### src/sv/idf_pkg.sv
// Shared types, constants and helpers for the include directive finder.
// No dependencies; every other file depends on this package.
package idf_pkg;

   // counter width and width of the reported offset fields
   localparam int OFFSET_BITS = 20;
   localparam int FIELD_W     = 20;
   localparam int KW_LEN      = 7;
   localparam int KW_IDX_W    = $clog2(KW_LEN + 1);
   localparam int KW_POS_W    = $clog2(KW_LEN);

   localparam logic [OFFSET_BITS-1:0] CNT_MAX = '1;

   localparam logic [7:0] CHAR_CR    = 8'h0D;
   localparam logic [7:0] CHAR_LF    = 8'h0A;
   localparam logic [7:0] CHAR_SPACE = 8'h20;
   localparam logic [7:0] CHAR_TAB   = 8'h09;
   localparam logic [7:0] CHAR_HASH  = 8'h23;
   localparam logic [7:0] CHAR_QUOTE = 8'h22;
   localparam logic [7:0] CHAR_NUL   = 8'h00;

   // the keyword "include", first letter at index 0
   localparam logic [7:0] KW_BYTES [KW_LEN] = '{8'h69, 8'h6E, 8'h63, 8'h6C, 8'h75, 8'h64, 8'h65};

   typedef enum logic [2:0] {
      CLS_OTHER,
      CLS_ZERO,
      CLS_CR,
      CLS_LF,
      CLS_BLANK,
      CLS_HASH,
      CLS_QUOTE,
      CLS_LETTER
   } byte_class_type;

   typedef enum logic [2:0] {
      PH_LINE_BLANKS,
      PH_HASH_BLANKS,
      PH_KEYWORD,
      PH_AFTER_WORD,
      PH_QUOTE_BLANKS,
      PH_NAME,
      PH_TAIL,
      PH_SKIP
   } phase_type;

   typedef enum logic [1:0] {
      BRK_NONE,
      BRK_CR,
      BRK_LF
   } break_type;

   // one classified byte as it travels from front to back
   typedef struct packed {
      byte_class_type          cls;
      logic [KW_POS_W-1:0]     kw_pos;
   } entry_type;

   // fit a counter value into a result field (zero-extend or truncate)
   function automatic logic [FIELD_W-1:0] to_field(input logic [OFFSET_BITS-1:0] v);
      logic [FIELD_W+OFFSET_BITS-1:0] ext;
      ext = {{FIELD_W{1'b0}}, v};
      return ext[FIELD_W-1:0];
   endfunction

endpackage

### src/sv/idf_if.sv
// Handshake channels of the include directive finder: byte requests and result records.
// Depends on idf_pkg for the field width.
interface idf_req_if;
   logic       valid;
   logic       ready;
   logic [7:0] text_byte;

   modport source(output valid, output text_byte, input ready);
   modport sink(input valid, input text_byte, output ready);
endinterface

interface idf_rsp_if;
   logic                        valid;
   logic                        ready;
   logic                        found;
   logic                        done_res;
   logic                        overflow;
   logic [idf_pkg::FIELD_W-1:0] line_start;
   logic [idf_pkg::FIELD_W-1:0] line_end;
   logic [idf_pkg::FIELD_W-1:0] name_start;
   logic [idf_pkg::FIELD_W-1:0] name_length;
   logic [idf_pkg::FIELD_W-1:0] following_line;

   modport source(output valid, input ready, output found, output done_res, output overflow,
                  output line_start, output line_end, output name_start, output name_length,
                  output following_line);
   modport sink(input valid, output ready, input found, input done_res, input overflow,
                input line_start, input line_end, input name_start, input name_length,
                input following_line);
endinterface

### src/sv/idf_front.sv
// Front end: accepts text bytes and classifies each one for the scanner.
// Depends on idf_pkg and idf_req_if.
module idf_front (
   idf_req_if.sink              req_chan,
   input  logic                 q_full,
   output logic                 push,
   output idf_pkg::entry_type   push_entry
);
   import idf_pkg::*;

   // take a beat whenever the queue has room
   assign req_chan.ready = !q_full;
   assign push           = req_chan.valid && !q_full;

   // classify the byte and locate it within the keyword
   always_comb begin
      push_entry.cls    = CLS_OTHER;
      push_entry.kw_pos = '0;
      for (int i = 0; i < KW_LEN; i++) begin
         if (req_chan.text_byte == KW_BYTES[i]) begin
            push_entry.cls    = CLS_LETTER;
            push_entry.kw_pos = KW_POS_W'(i);
         end
      end
      if (req_chan.text_byte == CHAR_NUL) begin
         push_entry.cls = CLS_ZERO;
      end else if (req_chan.text_byte == CHAR_CR) begin
         push_entry.cls = CLS_CR;
      end else if (req_chan.text_byte == CHAR_LF) begin
         push_entry.cls = CLS_LF;
      end else if (req_chan.text_byte == CHAR_SPACE || req_chan.text_byte == CHAR_TAB) begin
         push_entry.cls = CLS_BLANK;
      end else if (req_chan.text_byte == CHAR_HASH) begin
         push_entry.cls = CLS_HASH;
      end else if (req_chan.text_byte == CHAR_QUOTE) begin
         push_entry.cls = CLS_QUOTE;
      end
   end

endmodule

### src/sv/idf_queue.sv
// Two-entry queue of classified bytes between front and back.
// Depends on idf_pkg.
module idf_queue (
   input  logic                 clock,
   input  logic                 reset,
   input  logic                 push,
   input  idf_pkg::entry_type   push_entry,
   input  logic                 pop,
   output idf_pkg::entry_type   head_entry,
   output logic                 not_empty,
   output logic                 full
);
   import idf_pkg::*;

   entry_type  slot_ff [2];
   logic       wr_ptr_ff, wr_ptr_in;
   logic       rd_ptr_ff, rd_ptr_in;
   logic [1:0] count_ff, count_in;

   assign head_entry = slot_ff[rd_ptr_ff];
   assign not_empty  = (count_ff != 2'd0);
   assign full       = (count_ff == 2'd2);

   // advance pointers and occupancy
   always_comb begin
      wr_ptr_in = push ? !wr_ptr_ff : wr_ptr_ff;
      rd_ptr_in = pop  ? !rd_ptr_ff : rd_ptr_ff;
      count_in  = count_ff + {1'b0, push} - {1'b0, pop};
   end

   always_ff @(posedge clock) begin
      if (reset) begin
         wr_ptr_ff <= 1'b0;
         rd_ptr_ff <= 1'b0;
         count_ff  <= 2'd0;
      end else begin
         wr_ptr_ff <= wr_ptr_in;
         rd_ptr_ff <= rd_ptr_in;
         count_ff  <= count_in;
      end
   end

   // store the entry
   always_ff @(posedge clock) begin
      if (push) begin
         slot_ff[wr_ptr_ff] <= push_entry;
      end
   end

endmodule

### src/sv/idf_back.sv
// Back end: line scanner state machine, saturating counters and the result register.
// Depends on idf_pkg and idf_rsp_if.
module idf_back (
   input  logic                 clock,
   input  logic                 reset,
   input  idf_pkg::entry_type   head_entry,
   input  logic                 not_empty,
   output logic                 pop,
   idf_rsp_if.source            rsp_chan
);
   import idf_pkg::*;

   phase_type               phase_ff, phase_in;
   logic [KW_IDX_W-1:0]     kw_idx_ff, kw_idx_in;
   logic [OFFSET_BITS-1:0]  offset_ff, offset_in;
   logic [OFFSET_BITS-1:0]  line_num_ff, line_num_in;
   logic [OFFSET_BITS-1:0]  line_start_ff, line_start_in;
   logic [OFFSET_BITS-1:0]  qstart_ff, qstart_in;
   logic [OFFSET_BITS-1:0]  qlen_ff, qlen_in;
   break_type               brk_ff, brk_in;
   logic                    sat_ff, sat_in;

   logic                    rsp_valid_ff, rsp_valid_in;
   logic                    found_ff, done_ff, ovf_ff;
   logic [FIELD_W-1:0]      ls_out_ff, le_out_ff, ns_out_ff, nl_out_ff, next_out_ff;

   logic                    emit;
   logic                    rec_found, rec_done, rec_ovf;
   logic [FIELD_W-1:0]      rec_ls, rec_le, rec_ns, rec_nl, rec_next;

   byte_class_type          cls;
   logic                    is_break, pair;
   logic                    pos_max, ln_max, ql_max;
   logic [OFFSET_BITS-1:0]  pos_inc, ln_inc, ql_inc;

   // take an entry unless it would emit while a record still waits
   assign pop = not_empty && (!emit || !rsp_valid_ff || rsp_chan.ready);

   assign cls      = head_entry.cls;
   assign is_break = (cls == CLS_CR) || (cls == CLS_LF);
   assign pair     = ((brk_ff == BRK_CR) && (cls == CLS_LF)) ||
                     ((brk_ff == BRK_LF) && (cls == CLS_CR));

   // saturating increments
   assign pos_max = (offset_ff == CNT_MAX);
   assign ln_max  = (line_num_ff == CNT_MAX);
   assign ql_max  = (qlen_ff == CNT_MAX);
   assign pos_inc = pos_max ? offset_ff : offset_ff + OFFSET_BITS'(1);
   assign ln_inc  = ln_max ? line_num_ff : line_num_ff + OFFSET_BITS'(1);
   assign ql_inc  = ql_max ? qlen_ff : qlen_ff + OFFSET_BITS'(1);

   // next phase and keyword position
   always_comb begin
      phase_in  = phase_ff;
      kw_idx_in = kw_idx_ff;
      if (cls == CLS_ZERO || (is_break && !pair)) begin
         phase_in  = PH_LINE_BLANKS;
         kw_idx_in = '0;
      end else if (!pair) begin
         case (phase_ff)
            PH_LINE_BLANKS: begin
               if (cls == CLS_HASH) begin
                  phase_in = PH_HASH_BLANKS;
               end else if (cls != CLS_BLANK) begin
                  phase_in = PH_SKIP;
               end
            end
            PH_HASH_BLANKS: begin
               if (cls == CLS_LETTER && head_entry.kw_pos == '0) begin
                  kw_idx_in = KW_IDX_W'(1);
                  phase_in  = PH_KEYWORD;
               end else if (cls != CLS_BLANK) begin
                  phase_in = PH_SKIP;
               end
            end
            PH_KEYWORD: begin
               if (kw_idx_ff < KW_IDX_W'(KW_LEN) && cls == CLS_LETTER &&
                   KW_IDX_W'(head_entry.kw_pos) == kw_idx_ff) begin
                  kw_idx_in = kw_idx_ff + KW_IDX_W'(1);
                  if (kw_idx_ff == KW_IDX_W'(KW_LEN - 1)) begin
                     phase_in = PH_AFTER_WORD;
                  end
               end else begin
                  phase_in = PH_SKIP;
               end
            end
            PH_AFTER_WORD: begin
               phase_in = (cls == CLS_BLANK) ? PH_QUOTE_BLANKS : PH_SKIP;
            end
            PH_QUOTE_BLANKS: begin
               if (cls == CLS_QUOTE) begin
                  phase_in = PH_NAME;
               end else if (cls != CLS_BLANK) begin
                  phase_in = PH_SKIP;
               end
            end
            PH_NAME: begin
               if (cls == CLS_QUOTE) begin
                  phase_in = PH_TAIL;
               end
            end
            PH_TAIL: begin
               phase_in = PH_TAIL;
            end
            default: begin
               phase_in = PH_SKIP;
            end
         endcase
      end
   end

   // counters, break tracking and the record to report
   always_comb begin
      offset_in     = offset_ff;
      line_num_in   = line_num_ff;
      line_start_in = line_start_ff;
      qstart_in     = qstart_ff;
      qlen_in       = qlen_ff;
      brk_in        = BRK_NONE;
      sat_in        = sat_ff;
      emit          = 1'b0;
      rec_found     = 1'b0;
      rec_done      = 1'b0;
      rec_ovf       = sat_ff | ln_max;
      rec_ls        = to_field(line_start_ff);
      rec_le        = to_field(offset_ff);
      rec_ns        = to_field(qstart_ff);
      rec_nl        = to_field(qlen_ff);
      rec_next      = to_field(ln_inc);
      if (cls == CLS_ZERO) begin
         // finish the text and return to the reset state
         emit     = 1'b1;
         rec_done = 1'b1;
         if (phase_ff == PH_TAIL && brk_ff == BRK_NONE) begin
            rec_found = 1'b1;
         end else begin
            rec_ovf  = sat_ff;
            rec_ls   = '0;
            rec_le   = '0;
            rec_ns   = '0;
            rec_nl   = '0;
            rec_next = '0;
         end
         offset_in     = '0;
         line_num_in   = OFFSET_BITS'(1);
         line_start_in = '0;
         qstart_in     = '0;
         qlen_in       = '0;
         sat_in        = 1'b0;
      end else if (pair) begin
         // second half of a two-byte break
         line_start_in = pos_inc;
         offset_in     = pos_inc;
         sat_in        = sat_ff | pos_max;
      end else if (is_break) begin
         emit          = (phase_ff == PH_TAIL);
         rec_found     = 1'b1;
         brk_in        = (cls == CLS_CR) ? BRK_CR : BRK_LF;
         line_num_in   = ln_inc;
         line_start_in = pos_inc;
         offset_in     = pos_inc;
         sat_in        = sat_ff | ln_max | pos_max;
      end else begin
         offset_in = pos_inc;
         sat_in    = sat_ff | pos_max;
         if (phase_ff == PH_QUOTE_BLANKS && cls == CLS_QUOTE) begin
            qstart_in = pos_inc;
            qlen_in   = '0;
         end else if (phase_ff == PH_NAME && cls != CLS_QUOTE) begin
            qlen_in = ql_inc;
            sat_in  = sat_ff | pos_max | ql_max;
         end
      end
   end

   // hold a record until the receiver takes it
   always_comb begin
      if (pop && emit) begin
         rsp_valid_in = 1'b1;
      end else if (rsp_chan.ready) begin
         rsp_valid_in = 1'b0;
      end else begin
         rsp_valid_in = rsp_valid_ff;
      end
   end

   always_ff @(posedge clock) begin
      if (reset) begin
         phase_ff      <= PH_LINE_BLANKS;
         kw_idx_ff     <= '0;
         offset_ff     <= '0;
         line_num_ff   <= OFFSET_BITS'(1);
         line_start_ff <= '0;
         qstart_ff     <= '0;
         qlen_ff       <= '0;
         brk_ff        <= BRK_NONE;
         sat_ff        <= 1'b0;
         rsp_valid_ff  <= 1'b0;
      end else begin
         if (pop) begin
            phase_ff      <= phase_in;
            kw_idx_ff     <= kw_idx_in;
            offset_ff     <= offset_in;
            line_num_ff   <= line_num_in;
            line_start_ff <= line_start_in;
            qstart_ff     <= qstart_in;
            qlen_ff       <= qlen_in;
            brk_ff        <= brk_in;
            sat_ff        <= sat_in;
         end
         rsp_valid_ff <= rsp_valid_in;
      end
   end

   // load the result payload
   always_ff @(posedge clock) begin
      if (pop && emit) begin
         found_ff    <= rec_found;
         done_ff     <= rec_done;
         ovf_ff      <= rec_ovf;
         ls_out_ff   <= rec_ls;
         le_out_ff   <= rec_le;
         ns_out_ff   <= rec_ns;
         nl_out_ff   <= rec_nl;
         next_out_ff <= rec_next;
      end
   end

   assign rsp_chan.valid          = rsp_valid_ff;
   assign rsp_chan.found          = found_ff;
   assign rsp_chan.done_res       = done_ff;
   assign rsp_chan.overflow       = ovf_ff;
   assign rsp_chan.line_start     = ls_out_ff;
   assign rsp_chan.line_end       = le_out_ff;
   assign rsp_chan.name_start     = ns_out_ff;
   assign rsp_chan.name_length    = nl_out_ff;
   assign rsp_chan.following_line = next_out_ff;

endmodule

### src/sv/include_directive_finder_core.sv
// Top level of the include directive finder: front classifier, queue, back scanner.
// Depends on idf_pkg, idf_if, idf_front, idf_queue and idf_back.
//
// Usage:
//   req_chan carries source text, one byte per beat; a zero byte ends the text
//   and returns the scanner to its initial state.
//   rsp_chan carries result records: one when a line holding a complete quoted
//   include directive ends, and one done record for the zero byte.
//   Throughput is one byte per cycle while no stalled receiver holds back a
//   record; a byte is classified and queued in the cycle it is taken.
//   The byte that ends a line passes a queue slot, then the result register,
//   before its record shows on rsp_chan, and waits longer while the queue holds bytes.
//   A stalled receiver holds the record in the result register; the scanner
//   keeps working until the next record is due, then the two-entry queue fills
//   and req_chan.ready drops.
//   Reset (synchronous, active high) empties the queue, drops any pending
//   record and sets offsets to zero and the line number to one.
module include_directive_finder_core (
   input  logic        clock,
   input  logic        reset,
   idf_req_if.sink     req_chan,
   idf_rsp_if.source   rsp_chan
);
   import idf_pkg::*;

   logic       push, pop, q_full, q_not_empty;
   entry_type  push_entry, head_entry;

   idf_front u_front (
      .req_chan   (req_chan),
      .q_full     (q_full),
      .push       (push),
      .push_entry (push_entry)
   );

   idf_queue u_queue (
      .clock      (clock),
      .reset      (reset),
      .push       (push),
      .push_entry (push_entry),
      .pop        (pop),
      .head_entry (head_entry),
      .not_empty  (q_not_empty),
      .full       (q_full)
   );

   idf_back u_back (
      .clock      (clock),
      .reset      (reset),
      .head_entry (head_entry),
      .not_empty  (q_not_empty),
      .pop        (pop),
      .rsp_chan   (rsp_chan)
   );

endmodule
### src/flat_wrapper.sv
// flat-port wrapper written by rule: the top's interface ports become plain ports
module include_directive_finder_core_flat import idf_pkg::*;
  (clock, reset, req_chan_valid, req_chan_text_byte, req_chan_ready, rsp_chan_valid, rsp_chan_ready, rsp_chan_found, rsp_chan_done_res, rsp_chan_overflow, rsp_chan_line_start, rsp_chan_line_end, rsp_chan_name_start, rsp_chan_name_length, rsp_chan_following_line);
  idf_req_if req_chan_i ();
  idf_rsp_if rsp_chan_i ();
  input  logic clock;
  input  logic reset;
  input wire logic [$bits(req_chan_i.valid)-1:0] req_chan_valid;
  input wire logic [$bits(req_chan_i.text_byte)-1:0] req_chan_text_byte;
  output wire logic [$bits(req_chan_i.ready)-1:0] req_chan_ready;
  output wire logic [$bits(rsp_chan_i.valid)-1:0] rsp_chan_valid;
  input wire logic [$bits(rsp_chan_i.ready)-1:0] rsp_chan_ready;
  output wire logic [$bits(rsp_chan_i.found)-1:0] rsp_chan_found;
  output wire logic [$bits(rsp_chan_i.done_res)-1:0] rsp_chan_done_res;
  output wire logic [$bits(rsp_chan_i.overflow)-1:0] rsp_chan_overflow;
  output wire logic [$bits(rsp_chan_i.line_start)-1:0] rsp_chan_line_start;
  output wire logic [$bits(rsp_chan_i.line_end)-1:0] rsp_chan_line_end;
  output wire logic [$bits(rsp_chan_i.name_start)-1:0] rsp_chan_name_start;
  output wire logic [$bits(rsp_chan_i.name_length)-1:0] rsp_chan_name_length;
  output wire logic [$bits(rsp_chan_i.following_line)-1:0] rsp_chan_following_line;
  assign req_chan_i.valid = req_chan_valid;
  assign req_chan_i.text_byte = req_chan_text_byte;
  assign req_chan_ready = req_chan_i.ready;
  assign rsp_chan_valid = rsp_chan_i.valid;
  assign rsp_chan_i.ready = rsp_chan_ready;
  assign rsp_chan_found = rsp_chan_i.found;
  assign rsp_chan_done_res = rsp_chan_i.done_res;
  assign rsp_chan_overflow = rsp_chan_i.overflow;
  assign rsp_chan_line_start = rsp_chan_i.line_start;
  assign rsp_chan_line_end = rsp_chan_i.line_end;
  assign rsp_chan_name_start = rsp_chan_i.name_start;
  assign rsp_chan_name_length = rsp_chan_i.name_length;
  assign rsp_chan_following_line = rsp_chan_i.following_line;
  include_directive_finder_core u_core (.clock(clock), .reset(reset), .req_chan(req_chan_i), .rsp_chan(rsp_chan_i));
endmodule
### config.mk
export PLATFORM = sky130hd
export DESIGN_NAME = include_directive_finder_core_flat
export DESIGN_NICKNAME = d
export VERILOG_FILES = /design/src/sv/idf_pkg.sv /design/src/sv/idf_if.sv /design/src/sv/idf_front.sv /design/src/sv/idf_queue.sv /design/src/sv/idf_back.sv /design/src/sv/include_directive_finder_core.sv /design/src/flat_wrapper.sv
export SDC_FILE = /design/constraint.sdc
export NUM_CORES = 1
export LEC_CHECK = 0
export ABC_AREA = 1
export BUFFER_PORTS_ARGS = -buffer_cell sky130_fd_sc_hd__clkbuf_2
export CAP_MARGIN = 10
export CORE_UTILIZATION = 45
export CTS_BUF_LIST = sky130_fd_sc_hd__clkbuf_2 sky130_fd_sc_hd__clkbuf_4 sky130_fd_sc_hd__clkbuf_8
export DETAILED_ROUTE_END_ITERATION = 8
export GPL_TIMING_DRIVEN = 1
export SYNTH_ARGS = -nofsm -noshare
export SYNTH_HDL_FRONTEND = slang
export SYNTH_SLANG_ARGS = --single-unit
### constraint.sdc
create_clock -name clock -period 10.8 [get_ports clock]
set_input_delay 1.08 -clock clock [delete_from_list [all_inputs] [get_ports clock]]
set_output_delay 1.08 -clock clock [all_outputs]
set_load 0.01 [all_outputs]
==> impl_metrics.csv <==
group,metric,value,unit
status,outcome,"complete, no violations",
worst_hold_path,hold_path.class,"reg2reg",
logic_synthesis,synth_top_area_cell,"edfxtp_1",
logic_synthesis,synth_edf_count,115,
flow_run,max_cap_violations,0,
floorplanning,die_area,25020,sq um
floorplanning,start_util,46.35,%
pwr,comb_power_share,30.3,%
cells_and_area,final_cells,1829,
detailed_routing,wl_per_cell,14.15,um
pwr,p_per_area,232.4,nW/um^2
clock_network,post_cts_buffers,0,
setup_path,path_class,"reg2reg",
place,gp_congestion,0.9210,
detailed_routing,first_iter_violations,530,
clock_network,insertion_delay,540,ps
clock_network,cts_sinks,230,
pwr,vdd_drop_max,0.0001183,V
clock_network,cts.repair.resized,0,
global_route,grt_overflow,0,
pwr,leakagePower,5.384,nW
timing,setup_violations,0,
timing,relSlewSlack,45.07,%
setup_path,startpoint_type,"register",
timing,setup_tns,0,ps
timing,fin_crit_sh,45.58,%
logic_synthesis,yosys_warnings,0,
pwr,internal_power,1.826,mW
global_route,grt_max_degree,66,
detailed_routing,ant_nets,0,
setup_path,required,10950,ps
logic_synthesis,syn_area,10980,sq um
logic_synthesis,synth.area.top_cells,"edfxtp_1 (31%), dfxtp_1 (21%), nor2_1 (9.7%)",
detailed_routing,wirelength,25.88,mm
setup_path,setup.worst_path.end_class,"register",
logic_synthesis,syn_area_per_cell,8.047,sq um
place,dp_hpwl,17.22,mm
floorplanning,placeableCoreArea,23680,sq um
pwr,pwr-share-clk,27.9,%
timing,min_period,4922,ps
detailed_routing,dr.pass1.iters,5,
clock_network,cts_tree,"yes",
pwr,p_sw,1.101,mW
logic_synthesis,ys_seq_elements,230,
cells_and_area,drive_above_1_share,14.90,%
cells_and_area,area_delta_synth_final,14.72,%
detailed_routing,drc,0,
floorplanning,die_w,158.2,um
timing,rsz0062_at_grt,"false",
pwr,netSwitchingFraction,37.62,%
floorplanning,ioPinCount,117,
pwr,seq_power_share,41.9,%
place,dp.cells,1755,
logic_synthesis,ys.flop_type,"edfxtp_1",
clock_network,cts_root_buffer,"clkbuf_8",
timing,finalHoldViolCount,0,
global_route,grt_pass1_vias,8529,
timing,fin_worst_skew,20.75,ps
logic_synthesis,syn-num-nets,1383,
logic_synthesis,yosys.area.top_type_share,31.46,%
timing,clock.fmax,0.2032,GHz
cells_and_area,final_cell_mix,"nor2_1 (283), nand2_1 (251), inv_1 (163)",
floorplanning,die_h,158.2,um
place,port_buffers,116,
setup_path,slowest_stage,"inv_1",
cells_and_area,fin_util,53.17,%
global_route,antenna_found_initial,0,
floorplanning,rows,56,
timing,finalMaxSlewViolations,0,
logic_synthesis,synthArstFlopShare,0,%
logic_synthesis,synth_cell_types,45,
clock_network,cts.htree.levels,2,
cells_and_area,layout.nets,1497,
logic_synthesis,ys_seq_area_share,52.43,%
setup_path,slowest_delay,810,ps
clock_network,clk_pin_slew_worst_paths,70,ps
clock_network,cts_buffers,40,
clock_network,ctsHoldBuffers,0,
setup_path,crit_chain,"inv_2 -> nand2_1 -> nand2_2 -> nand3_4 -> nand2_1 -> nand2_2 -> nand4_1 -> inv_1 -> nand2_1 -> inv_4 -> buf_4",
timing,worstMarginPinSlew,822.1,ps
setup_path,crit_path_frequent_cell,"nand2_1",
logic_synthesis,syn_inst,1364,
cells_and_area,n_antenna_cell,0,
clock_network,clock_path_buffers,3,
detailed_routing,via_per_inst,4.992,
global_route,grt_pass1_wl,42.50,mm
setup_path,critPathArrivalTime,5080,ps
setup_path,path_max_fanout,55,
cells_and_area,mostFrequentLayoutCell,"nor2_1",
detailed_routing,vias,9131,
global_route,grt_usage,21.32,%
timing,whs,431.9,ps
pwr,power,2.927,mW
-- worst max-delay path, delay by kind of cell, from the launching register on --
family | cells | cell delay (ps)
simple gates | 7 | 1730
flops | 1 | 600
buf+inv | 4 | 2140
-- per-stage QoR --
step	cell area, sq um	setup slack (ps)
after floorplan	10980	6805
after global placement	11760	5955
after detailed placement	11760	5773
after CTS	12590	5758
after global routing	12590	5411
final	12590	5878
-- cells in the mapped netlist (all sizes together), types with 4 or more instances --
cell type  count
nor2         290
nand2        261
inv          169
dfxtp        115
edfxtp       115
a21oi         88
nand3         80
o21ai         69
xor2          31
clkbuf        29
nand4         26
nor3          25
buf           22
ha             7
xnor2          6
nor4           5
a21boi         4
nand3b         4
-- path summary, 6_finish.rpt --
path	slack [ps]	depth (start not counted)	from	end
worst max register to register	5880	11	register	u_core.u_back.rsp_chan.name_length[1]
worst max-delay path	5880	11	register	u_core.u_back.rsp_chan.name_length[1]
worst min register to register	430	1	u_core.u_queue.rd_ptr_ff	register
worst min-delay path	430	1	u_core.u_queue.rd_ptr_ff	register
-- layout make-up --
| class | count | area, sq um |
|---|---|---|
| clock buffers | 63 | 748.2 |
| clock inverters | 11 | 80.08 |
| fillers | 2392 | 11090 |
| inverters | 169 | 639.4 |
| multi-input cells | 914 | 4337 |
| flip-flops and latches | 230 | 5756 |
| well taps | 319 | 399.1 |
| repair buffers | 123 | 633.1 |
-- layer usage --
layer	up-vias	track usage (%)	routed length, um	part of all wire (%)
met4	0	6.136	493	1.9
met5	-	0	0	0
met1	4208	29.40	12320	48
met2	233	34.38	11710	45
met3	47	3.449	1356	5.2
li1	4643	-	-	-
-- power by group through the flow --
stage / clock network (mW) / logic, mW / registers [mW]
2_1_floorplan: 0 / 0.685 / 1.22
3_3_place_gp: 0 / 0.874 / 1.24
3_5_place_dp: 0 / 0.885 / 1.24
4_1_cts: 0.835 / 0.891 / 1.22
5_1_grt: 0.877 / 1.01 / 1.25
6_report: 0.815 / 0.886 / 1.23
-- kinds of logic (layout without fill, tap and decap cells) --
group	Yosys count	after routing	synth area share, %
and+or+nand+nor	697	697	27.09
DFF	230	230	52.43
AOI/OAI and AO/OA	173	173	8.595
adders and majority gates	7	7	0.7979
xor gates and xnor gates	37	37	2.952
buffers and inverters	220	366	8.127
-- sequential cells by signal, indices dropped and copies added (netlist names), named ones only --
register	cells
u_core.u_back.rsp_chan.valid	1
u_core.u_back.rsp_chan.overflow	1
u_core.u_back.qlen_ff	20
u_core.u_back.rsp_chan.following_line	20
u_core.u_back.brk_ff	2
u_core.u_back.rsp_chan.line_end	20
u_core.u_back.rsp_chan.found	1
u_core.u_back.line_num_ff	20
u_core.u_back.rsp_chan.line_start	20
u_core.u_queue.count_ff	2
u_core.u_back.sat_ff	1
u_core.u_back.line_start_ff	20
u_core.u_back.kw_idx_ff	3
u_core.u_back.phase_ff	3
u_core.u_back.qstart_ff	20
u_core.u_back.rsp_chan.name_length	20
u_core.u_back.rsp_chan.name_start	20
u_core.u_back.rsp_chan.done_res	1
u_core.u_queue.rd_ptr_ff	1
u_core.u_back.offset_ff	20
u_core.u_queue.slot_ff	12
u_core.u_queue.wr_ptr_ff	1
Note: power is estimated with default switching activity, not from simulation.
